$ cat src/tvk_pkg.sv
package tvk_pkg;

    localparam int FINGER_SLOTS = 10;
    localparam int ID_BITS      = 32;
    localparam int KEY_BITS     = 9;

    // key mask bit positions
    localparam int KEY_UP     = 0;
    localparam int KEY_DOWN   = 1;
    localparam int KEY_LEFT   = 2;
    localparam int KEY_RIGHT  = 3;
    localparam int KEY_A      = 4;
    localparam int KEY_B      = 5;
    localparam int KEY_SELECT = 6;
    localparam int KEY_START  = 7;
    localparam int KEY_MENU   = 8;

    typedef enum logic [1:0] {
        SLOT_CLAIM   = 2'd0,
        SLOT_UPDATE  = 2'd1,
        SLOT_RELEASE = 2'd2
    } slot_op_t;

    typedef struct packed {
        logic                apply;
        slot_op_t            kind;
        logic [ID_BITS-1:0]  id;
        logic [KEY_BITS-1:0] keys;
    } slot_cmd_t;

endpackage

$ cat src/tvk_cell.sv
module tvk_cell
    import tvk_pkg::*;
(
    input  logic                clk,
    input  logic                rst_n,
    input  slot_cmd_t           cmd,
    input  logic                free_in,    // an earlier slot is free
    input  logic                match_in,   // an earlier slot holds this finger
    input  logic [KEY_BITS-1:0] union_in,
    output logic                free_out,
    output logic                match_out,
    output logic [KEY_BITS-1:0] union_out
);

    logic                down_reg;
    logic                down_next;
    logic [KEY_BITS-1:0] keys_reg;
    logic [KEY_BITS-1:0] keys_next;
    logic [ID_BITS-1:0]  id_reg;
    logic                free_here;
    logic                match_here;
    logic                take_claim;
    logic                take_match;

    assign free_here  = !down_reg;
    assign match_here = down_reg && (id_reg == cmd.id);
    assign free_out   = free_in | free_here;
    assign match_out  = match_in | match_here;
    assign union_out  = union_in | (down_reg ? keys_reg : '0);

    assign take_claim = cmd.apply && free_here && !free_in;
    assign take_match = cmd.apply && match_here && !match_in;

    always_comb
    begin
        down_next = down_reg;
        keys_next = keys_reg;
        unique case (cmd.kind)
            SLOT_CLAIM:
            begin
                if (take_claim)
                begin
                    down_next = 1'b1;
                    keys_next = cmd.keys;
                end
            end
            SLOT_UPDATE:
            begin
                if (take_match)
                begin
                    keys_next = cmd.keys;
                end
            end
            SLOT_RELEASE:
            begin
                if (take_match)
                begin
                    down_next = 1'b0;
                    keys_next = '0;
                end
            end
            default:
            begin
                down_next = down_reg;
            end
        endcase
    end

    always_ff @(posedge clk or negedge rst_n)
    begin
        if (!rst_n)
        begin
            down_reg <= 1'b0;
            keys_reg <= '0;
        end
        else
        begin
            down_reg <= down_next;
            keys_reg <= keys_next;
        end
    end

    always_ff @(posedge clk)
    begin
        if (cmd.kind == SLOT_CLAIM && take_claim)
        begin
            id_reg <= cmd.id;
        end
    end

endmodule

$ cat config.mk
export PLATFORM = sky130hd
export DESIGN_NAME = tvk_cell
export DESIGN_NICKNAME = d
export VERILOG_FILES = /design/src/tvk_pkg.sv /design/src/tvk_cell.sv
export SDC_FILE = /design/constraint.sdc
export NUM_CORES = 1
export LEC_CHECK = 0
export BUFFER_PORTS_ARGS = -buffer_cell sky130_fd_sc_hd__buf_4
export CORE_UTILIZATION = 54
export DETAILED_ROUTE_END_ITERATION = 10
export HOLD_SLACK_MARGIN = 0.05
export PLACE_DENSITY = 0.95
export SLEW_MARGIN = 20
export SYNTH_ARGS = -nofsm -noshare
export SYNTH_HDL_FRONTEND = slang
export SYNTH_SLANG_ARGS = --single-unit
export TNS_END_PERCENT = 5
$ cat constraint.sdc
create_clock -name clk -period 5.5 [get_ports clk]
set_input_delay 1.65 -clock clk [delete_from_list [all_inputs] [get_ports clk]]
set_output_delay 1.65 -clock clk [all_outputs]
set_load 0.01 [all_outputs]
==> flow_metrics.env, run 1 <==
export IMPL_largest_reg_flops=32
export IMPL_dieHeight_um=63.4
export IMPL_synth_seq_area_share_pct=59.5
export IMPL_worstSetupEndpointType="output port"
export IMPL_vias=1477
export IMPL_place_inst=266
export IMPL_overflow=0
export IMPL_synth_edf_count=32
export IMPL_portBuffers=67
export IMPL_cp_max_fo=2
export IMPL_finalSetupViolations=0
export IMPL_syn_nets=215
export IMPL_via_per_inst=5.39
export IMPL_status="complete, no violations"
export IMPL_cts_tree="yes"
export IMPL_path_delay_family="simple AND/OR/NAND/NOR gates"
export IMPL_powerDensity_nw_per_um2=272
export IMPL_track_usage_pct=23.7
export IMPL_route_final_wire_length_um=4340
export IMPL_worstHoldPathType="reg2reg"
export IMPL_drtPass1Iterations=4
export IMPL_fp_dieW_um=63.4
export IMPL_fp_dieArea_um2=4020
export IMPL_leakagePower_uw=0.00104
export IMPL_clock_latency_ns=0.29
export IMPL_cts_reportedPaths_clkPinSlew_ns=0.08
export IMPL_synth_common_cells="32 x edfxtp_1, 28 x xnor2_1, 11 x inv_1"
export IMPL_grt_pass1_wl_um=7120
export IMPL_cts_setup_buffers=0
export IMPL_fillers=229
export IMPL_netlist_area_leader_share_pct=47.2
export IMPL_crit_type="in2out"
export IMPL_fin_crit_ns=4.44
export IMPL_drt_wirelength_per_cell_um=15.8
export IMPL_startpoint_type="input pin"
export IMPL_hold_buffers=0
export IMPL_worst_ep_arrival_time_ns=2.79
export IMPL_min_period_over_period_pct=80.7
export IMPL_final_cell_area_um2=2690
export IMPL_setup_tns_ns=0
export IMPL_drive_gt1_share_pct=35.5
export IMPL_ctsResizeCount=0
export IMPL_async_reset_ff_share_pct=23.8
export IMPL_cts_htree_levels=2
export IMPL_synth_area_leaders="edfxtp_1 47%, dfrtp_1 12%, xnor2_1 12%"
export IMPL_final_hold_violation_count=0
export IMPL_syn_area_per_cell_um2=12.9
export IMPL_row_count=21
export IMPL_fin_ws_ns=1.06
export IMPL_cap_violations=0
export IMPL_final_util_pct=77.5
export IMPL_rsz0062_at_grt="false"
export IMPL_area_growth_syn_to_layout_pct=32.0
export IMPL_layout_cells_non_filler=274
export IMPL_grt_start_max_net_pins=25
export IMPL_antenna_left=0
export IMPL_max_freq_mhz=225
export IMPL_cp_slowest_cell="nor4_2"
export IMPL_grt_pass1_vias=1520
export IMPL_cts_root_buf="clkbuf_8"
export IMPL_cts_buffers=5
export IMPL_route_detailed_drc=0
export IMPL_finalMaxSlewViolations=0
export IMPL_vdd_ir_drop_max_mv=0.197
export IMPL_synth_top_area_cell="edfxtp_1"
export IMPL_worst_slew_pin_slew_ns=0.853
export IMPL_synth_most_common_cell="edfxtp_1"
export IMPL_synthFlopType="edfxtp_1"
export IMPL_clockBufferDepth=2
export IMPL_dpl_cell_area_um2=2580
export IMPL_coreArea_um2=3470
export IMPL_syn_inst=158
export IMPL_drt_iter0_markers=78
export IMPL_yosys_register_bits=42
export IMPL_dp_slack_ns=1.07
export IMPL_gp_congestion=0.751
export IMPL_final_nets=284
export IMPL_synthDistinctLibCells=24
export IMPL_yosysWarningCount=0
export IMPL_crit_top_cell="buf_4"
export IMPL_pin_count=68
export IMPL_diodes=0
export IMPL_synth_area_um2=2040
export IMPL_hpwl_um=3320
export IMPL_slew_headroom_pct=42.7
export IMPL_finClkSkew_ns=0.0100
export IMPL_cts_sinks=42
export IMPL_critPathRequiredTime_ns=3.85
export IMPL_start_util_pct=58.7
export IMPL_antenna_found_initial=0
export IMPL_cp_slowest_stage_delay_ns=0.36
export IMPL_cp_cell_sequence="buf_4 > xnor2_1 > nand4_1 > nor4_2 > nand3_1 > nand2b_1 > buf_4"
export IMPL_path_buf_inv=2
where the power goes:
part | internal [µW] | switching, µW | leakage, µW
Clock | 135 | 102 | 0.0000514
Sequential | 354 | 14.4 | 0.000383
Combinational | 71.3 | 53.7 | 0.000603
Total | 561 | 170 | 0.00104
cell type report:
cell class	count	area [µm²]	area share [%]
Timing Repair Buffer	69	518	19.3
Inverter	11	41.3	1.54
Clock buffer	6	72.6	2.70
Multi-Input combinational cell	98	748	27.9
Tap cell	46	57.6	2.14
Sequential cell	42	1210	45.1
Clock inverter	2	37.5	1.40
through the flow:
| step | total power [µW] | hold slack (ns) |
|---|---|---|
| 6_report | 731 | 0.566 |
| 2_1_floorplan | 431 | 0.515 |
| 3_3_place_gp | 495 | 0.530 |
| 5_1_grt | 762 | 0.599 |
| 3_5_place_dp | 500 | 0.548 |
| 4_1_cts | 736 | 0.567 |
worst reg2reg max path, delay by kind of cell (launching register included):
family	cells	cell delay (ns)
DFF	1	0.58
and+or+nand+nor	1	0.83
AOI/OAI and AO/OA	2	0.47
buffers and inverters	1	0.42
routing by layer:
metal  share of wire [%]  vias up  GRT usage (%)
met2                  52       56           40.3
met4                 2.3        0           11.1
met3                 5.2       11           4.17
met5                   0        -              0
li1                    -      728              -
met1                  40      682           29.1
cells by family after synthesis:
group | share of synthesized area (%)
flops | 59.5
simple gates | 11.0
xor+xnor | 13.3
compound gates | 12.4
buf+inv | 3.75
layout by cell type, fill, tap and decap left out, types with 6 or more instances in the layout:
cell,instances
nand4_1,6
o221ai_1,8
dfrtp_1,10
nor3_1,10
a21o_1,9
buf_4,69
inv_1,11
nand2_1,9
a31oi_1,9
edfxtp_1,32
xnor2_1,28
final timing paths:
| path | from | to | slack, ns | depth (start not counted) |
|---|---|---|---|---|
| max | cmd[29] | match_out | 1.06 | 7 |
| min | keys_reg[3]$_DFFE_PN0P_ | keys_reg[3]$_DFFE_PN0P_ | 0.57 | 2 |
| max reg2reg | down_reg$_DFFE_PN0P_ | keys_reg[1]$_DFFE_PN0P_ | 3.07 | 4 |
| min reg2reg | keys_reg[3]$_DFFE_PN0P_ | keys_reg[3]$_DFFE_PN0P_ | 0.57 | 2 |
| max in group asynchronous | rst_n | keys_reg[6]$_DFFE_PN0P_ | 4.17 | 1 |
| min in group asynchronous | rst_n | keys_reg[2]$_DFFE_PN0P_ | 1.17 | 1 |
(Power assumes the default switching activity.)
==> inputs of run 2 (changes only) <==
--- a/config.mk
+++ b/config.mk
@@ -6,10 +6,10 @@
 export NUM_CORES = 1
 export LEC_CHECK = 0
 export BUFFER_PORTS_ARGS = -buffer_cell sky130_fd_sc_hd__buf_4
-export CORE_UTILIZATION = 54
+export CORE_UTILIZATION = 50
 export DETAILED_ROUTE_END_ITERATION = 10
 export HOLD_SLACK_MARGIN = 0.05
-export PLACE_DENSITY = 0.95
+export PLACE_DENSITY = 0.9
 export SLEW_MARGIN = 20
 export SYNTH_ARGS = -nofsm -noshare
 export SYNTH_HDL_FRONTEND = slang
==> constraint.sdc (replaced) <==
create_clock -name clk -period 4.1 [get_ports clk]
set_input_delay 1.23 -clock clk [delete_from_list [all_inputs] [get_ports clk]]
set_output_delay 1.23 -clock clk [all_outputs]
set_load 0.01 [all_outputs]
==> flow_metrics.env, run 2 (synthesized netlist as in run 1, its figures left out) <==
export IMPL_diodes=0
export IMPL_row_count=22
export IMPL_fin_crit_ns=3.68
export IMPL_layout_commonest_cell="buf_4"
export IMPL_cts_setup_buffers=0
export IMPL_fp_dieW_um=65.8
export IMPL_timing_reg2reg_worst_path_depth=5
export IMPL_pin_count=68
export IMPL_drt_iter0_markers=109
export IMPL_hold_buffers=0
export IMPL_crit_top_cell="buf_4"
export IMPL_drive_gt1_share_pct=35.1
export IMPL_cts_tree="yes"
export IMPL_crit_type="in2out"
export IMPL_leakagePower_uw=0.00104
export IMPL_cp_cell_sequence="buf_4 > xnor2_1 > o2111ai_1 > nor4_2 > nand3_1 > nand2b_1 > buf_4"
export IMPL_worst_slew_pin_slew_ns=0.726
export IMPL_cts_buffers=5
export IMPL_drt_wirelength_per_cell_um=16.7
export IMPL_cts_reportedPaths_clkPinSlew_ns=0.07
export IMPL_powerDensity_nw_per_um2=367
export IMPL_r2r_end="keys_reg[4]$_DFFE_PN0P_"
export IMPL_setup_tns_ns=0
export IMPL_slew_headroom_pct=51.2
export IMPL_cts_htree_levels=2
export IMPL_max_freq_mhz=272
export IMPL_status="complete, no violations"
export IMPL_reg2reg_from="down_reg$_DFFE_PN0P_"
export IMPL_drtPass1Iterations=4
export IMPL_dp_slack_ns=0.426
export IMPL_crit_end="match_out"
export IMPL_route_final_wire_length_um=4600
export IMPL_cp_slowest_stage_delay_ns=0.37
export IMPL_clockBufferDepth=2
export IMPL_cap_violations=0
export IMPL_ctsResizeCount=0
export IMPL_area_growth_syn_to_layout_pct=31.9
export IMPL_overflow=0
export IMPL_finalMaxSlewViolations=0
export IMPL_r2r_setup_slack_ns=1.68
export IMPL_vias=1538
export IMPL_finalSetupViolations=0
export IMPL_fin_ws_ns=0.421
export IMPL_rsz0062_at_grt="false"
export IMPL_via_per_inst=5.57
export IMPL_critPathRequiredTime_ns=2.87
export IMPL_layout_common_cells="69 x buf_4, 32 x edfxtp_1, 28 x xnor2_1"
export IMPL_fp_dieArea_um2=4330
export IMPL_min_period_over_period_pct=89.7
export IMPL_track_usage_pct=23.1
export IMPL_portBuffers=67
export IMPL_worst_ep_arrival_time_ns=2.45
export IMPL_largest_reg_flops=32
export IMPL_gp_congestion=0.757
export IMPL_cp_max_fo=2
export IMPL_vdd_ir_drop_max_mv=0.208
export IMPL_final_nets=284
export IMPL_antenna_left=0
export IMPL_hpwl_um=3460
export IMPL_crit_path_start="cmd[17]"
export IMPL_clock_latency_ns=0.30
export IMPL_fin_hold_ws_ns=0.575
export IMPL_antenna_found_initial=0
export IMPL_grt_pass1_vias=1594
export IMPL_grt_start_max_net_pins=30
export IMPL_cts_sinks=42
export IMPL_cts_root_buf="clkbuf_8"
export IMPL_cp_slowest_cell="nor4_2"
export IMPL_route_detailed_drc=0
export IMPL_dieHeight_um=65.8
export IMPL_grt_pass1_wl_um=7220
export IMPL_final_hold_violation_count=0
export IMPL_finClkSkew_ns=0.00610
export IMPL_startpoint_type="input pin"
export IMPL_worstSetupEndpointType="output port"
export IMPL_worstHoldPathType="reg2reg"
export IMPL_start_util_pct=54.0
export IMPL_coreArea_um2=3770
[run 2: changes by cell type in the layout (fill, tap and decap cells not counted)]
cell	before	now
clkbuf_1	1	2
clkinvlp_4	1	0
[run 2: per-layer routing]
layer | vias up | global-route usage (%) | wire (µm)
li1 | 724 | - | -
met1 | 759 | 25.5 | 1810
met2 | 50 | 42.9 | 2550
met3 | 5 | 3.97 | 190
met4 | 0 | 10.1 | 61
met5 | - | 0 | 0
[run 2: area by class of cell]
type	count	area, µm²
sequential	42	1210
fill	278	1090
multi-input combinational	98	748
timing repair buffer	69	518
clock buffer	7	76.3
tap	48	60.1
inverter	11	41.3
clock inverter	1	30.0
[run 2: worst max-delay path, delay by kind of cell]
kind            cells  cell delay, ns
xor+xnor            1            0.17
buf+inv             2            0.24
compound gates      1            0.16
simple gates        3            0.65
[run 2: report_power, final]
part	internal (µW)	switching, µW	leakage (µW)
logic	95.6	72.8	0.000603
registers	475	20.0	0.000383
clock network	182	139	0.0000524
total	753	232	0.00104
[run 2: worst min-delay path by stage]
stage	startpoint	to	cells after the start
finish	keys_reg[3]$_DFFE_PN0P_	keys_reg[3]$_DFFE_PN0P_	2
global route	keys_reg[3]$_DFFE_PN0P_	keys_reg[3]$_DFFE_PN0P_	2
CTS	keys_reg[3]$_DFFE_PN0P_	keys_reg[3]$_DFFE_PN0P_	2
detailed placement	keys_reg[3]$_DFFE_PN0P_	keys_reg[3]$_DFFE_PN0P_	2
global placement	keys_reg[3]$_DFFE_PN0P_	keys_reg[3]$_DFFE_PN0P_	2
floorplan	keys_reg[3]$_DFFE_PN0P_	keys_reg[3]$_DFFE_PN0P_	2
[run 2: stage by stage]
step	cell area (µm²)	power [µW]	instances	utilization (%)
2_1_floorplan	2040	578	158	-
3_3_place_gp	2580	663	268	68.4
3_5_place_dp	2580	672	268	68.4
4_1_cts	2690	990	276	71.2
5_1_grt	2690	1020	276	71.2
6_report	2690	984	276	71.2
==> inputs of run 3 (changes only) <==
--- a/config.mk
+++ b/config.mk
@@ -6,10 +6,12 @@
 export NUM_CORES = 1
 export LEC_CHECK = 0
 export BUFFER_PORTS_ARGS = -buffer_cell sky130_fd_sc_hd__buf_4
+export CORE_MARGIN = 2
 export CORE_UTILIZATION = 50
 export DETAILED_ROUTE_END_ITERATION = 10
 export HOLD_SLACK_MARGIN = 0.05
 export PLACE_DENSITY = 0.9
+export RECOVER_POWER = 50
 export SLEW_MARGIN = 20
 export SYNTH_ARGS = -nofsm -noshare
 export SYNTH_HDL_FRONTEND = slang
==> flow_metrics.env, run 3 (synthesized netlist as in run 1, its figures left out) <==
export IMPL_status="complete, no violations"
export IMPL_route_final_wire_length_um=4050
export IMPL_critPathRequiredTime_ns=2.87
export IMPL_area_growth_syn_to_layout_pct=24.3
export IMPL_portBuffers=67
export IMPL_dieHeight_um=67.8
export IMPL_cap_violations=0
export IMPL_rsz0062_at_grt="false"
export IMPL_powerDensity_nw_per_um2=354
export IMPL_worstSetupEndpointType="output port"
export IMPL_clockBufferDepth=2
export IMPL_finalPower_uw=897
export IMPL_fin_hold_ws_ns=0.567
export IMPL_fillers=338
export IMPL_finalSetupViolations=0
export IMPL_cts_sinks=42
export IMPL_start_util_pct=51.3
export IMPL_worst_ep_arrival_time_ns=2.39
export IMPL_layout_commonest_cell="buf_4"
export IMPL_cts_root_buf="clkbuf_8"
export IMPL_via_per_inst=5.33
export IMPL_cts_setup_buffers=0
export IMPL_ctsResizeCount=0
export IMPL_largest_reg_flops=32
export IMPL_final_hold_violation_count=0
export IMPL_vdd_ir_drop_max_mv=0.213
export IMPL_fin_crit_ns=3.62
export IMPL_cp_max_fo=2
export IMPL_cts_reportedPaths_clkPinSlew_ns=0.07
export IMPL_finClkSkew_ns=0.00575
export IMPL_diodes=0
export IMPL_max_freq_mhz=276
export IMPL_slew_headroom_pct=18.9
export IMPL_row_count=23
export IMPL_clock_latency_ns=0.30
export IMPL_pin_count=68
export IMPL_final_nets=284
export IMPL_cts_tree="yes"
export IMPL_hpwl_um=3150
export IMPL_drive_gt1_share_pct=21.1
export IMPL_drt_iter0_markers=124
export IMPL_drt_wirelength_per_cell_um=14.6
export IMPL_setup_tns_ns=0
export IMPL_leakagePower_uw=0.000908
export IMPL_startpoint_type="input pin"
export IMPL_drtPass1Iterations=4
export IMPL_cts_htree_levels=2
export IMPL_vias=1481
export IMPL_antenna_found_initial=0
export IMPL_cts_buffers=5
export IMPL_layout_common_cells="34 x buf_4, 32 x edfxtp_1, 32 x clkbuf_1"
export IMPL_overflow=0
export IMPL_worst_slew_pin_slew_ns=1.22
export IMPL_min_period_over_period_pct=88.3
export IMPL_hold_buffers=0
export IMPL_gp_congestion=0.789
export IMPL_grt_pass1_vias=1440
export IMPL_finalMaxSlewViolations=0
export IMPL_fp_dieArea_um2=4600
export IMPL_crit_type="in2out"
export IMPL_grt_start_max_net_pins=30
export IMPL_coreArea_um2=3970
export IMPL_fp_dieW_um=67.8
export IMPL_antenna_left=0
export IMPL_r2r_setup_slack_ns=1.79
export IMPL_worstHoldPathType="reg2reg"
export IMPL_grt_pass1_wl_um=6290
export IMPL_route_detailed_drc=0
export IMPL_track_usage_pct=19.2
## run 3: worst paths after layout
| check | end | depth (start not counted) | startpoint |
|---|---|---|---|
| hold / removal | keys_reg[3]$_DFFE_PN0P_ | 2 | keys_reg[3]$_DFFE_PN0P_ |
| setup reg to reg | id_reg[6]$_DFFE_PP_ | 2 | down_reg$_DFFE_PN0P_ |
| hold reg to reg | keys_reg[3]$_DFFE_PN0P_ | 2 | keys_reg[3]$_DFFE_PN0P_ |
| min in group asynchronous | keys_reg[8]$_DFFE_PN0P_ | 1 | rst_n |
| setup / recovery | match_out | 7 | cmd[17] |
| max in group asynchronous | keys_reg[7]$_DFFE_PN0P_ | 1 | rst_n |
## run 3: power by group
part           internal (µW)  switching, µW
clock                    116            137
sequential               475           18.0
combinational           81.9           68.8
total                    673            224
## run 3: worst max-delay path, stage by stage
cell	delay (ns)
clkbuf_1	0.09
xnor2_1	0.19
o2111ai_1	0.16
nor4_2	0.34
nand3_1	0.15
nand2b_1	0.10
buf_4	0.12
## run 3: through the flow
stage / cell area [µm²] / cells / setup WS (ns) / utilization (%)
5_1_grt: 2530 / 278 / 0.334 / 63.7
3_5_place_dp: 2580 / 270 / 0.455 / 65.0
2_1_floorplan: 2040 / 158 / 0.648 / -
6_report: 2530 / 278 / 0.482 / 63.7
4_1_cts: 2670 / 278 / 0.447 / 67.1
3_3_place_gp: 2580 / 270 / 0.545 / 65.0
## run 3: cell type report
| cell class | instances | area (µm²) | area share, % |
|---|---|---|---|
| Clock buffer | 5 | 68.8 | 2.72 |
| Clock inverter | 3 | 16.3 | 0.643 |
| Inverter | 11 | 41.3 | 1.63 |
| Multi-Input combinational cell | 98 | 733 | 29.0 |
| Sequential cell | 42 | 1210 | 47.8 |
| Tap cell | 50 | 62.6 | 2.47 |
| Timing Repair Buffer | 69 | 398 | 15.7 |
## run 3: metal layers
metal | track usage (%) | up-vias | share of wire (%)
met5 | 0 | - | 0
met4 | 11.0 | 0 | 2.4
met3 | 4.50 | 9 | 4.2
met2 | 32.5 | 39 | 53
met1 | 22.1 | 710 | 41
li1 | - | 723 | -
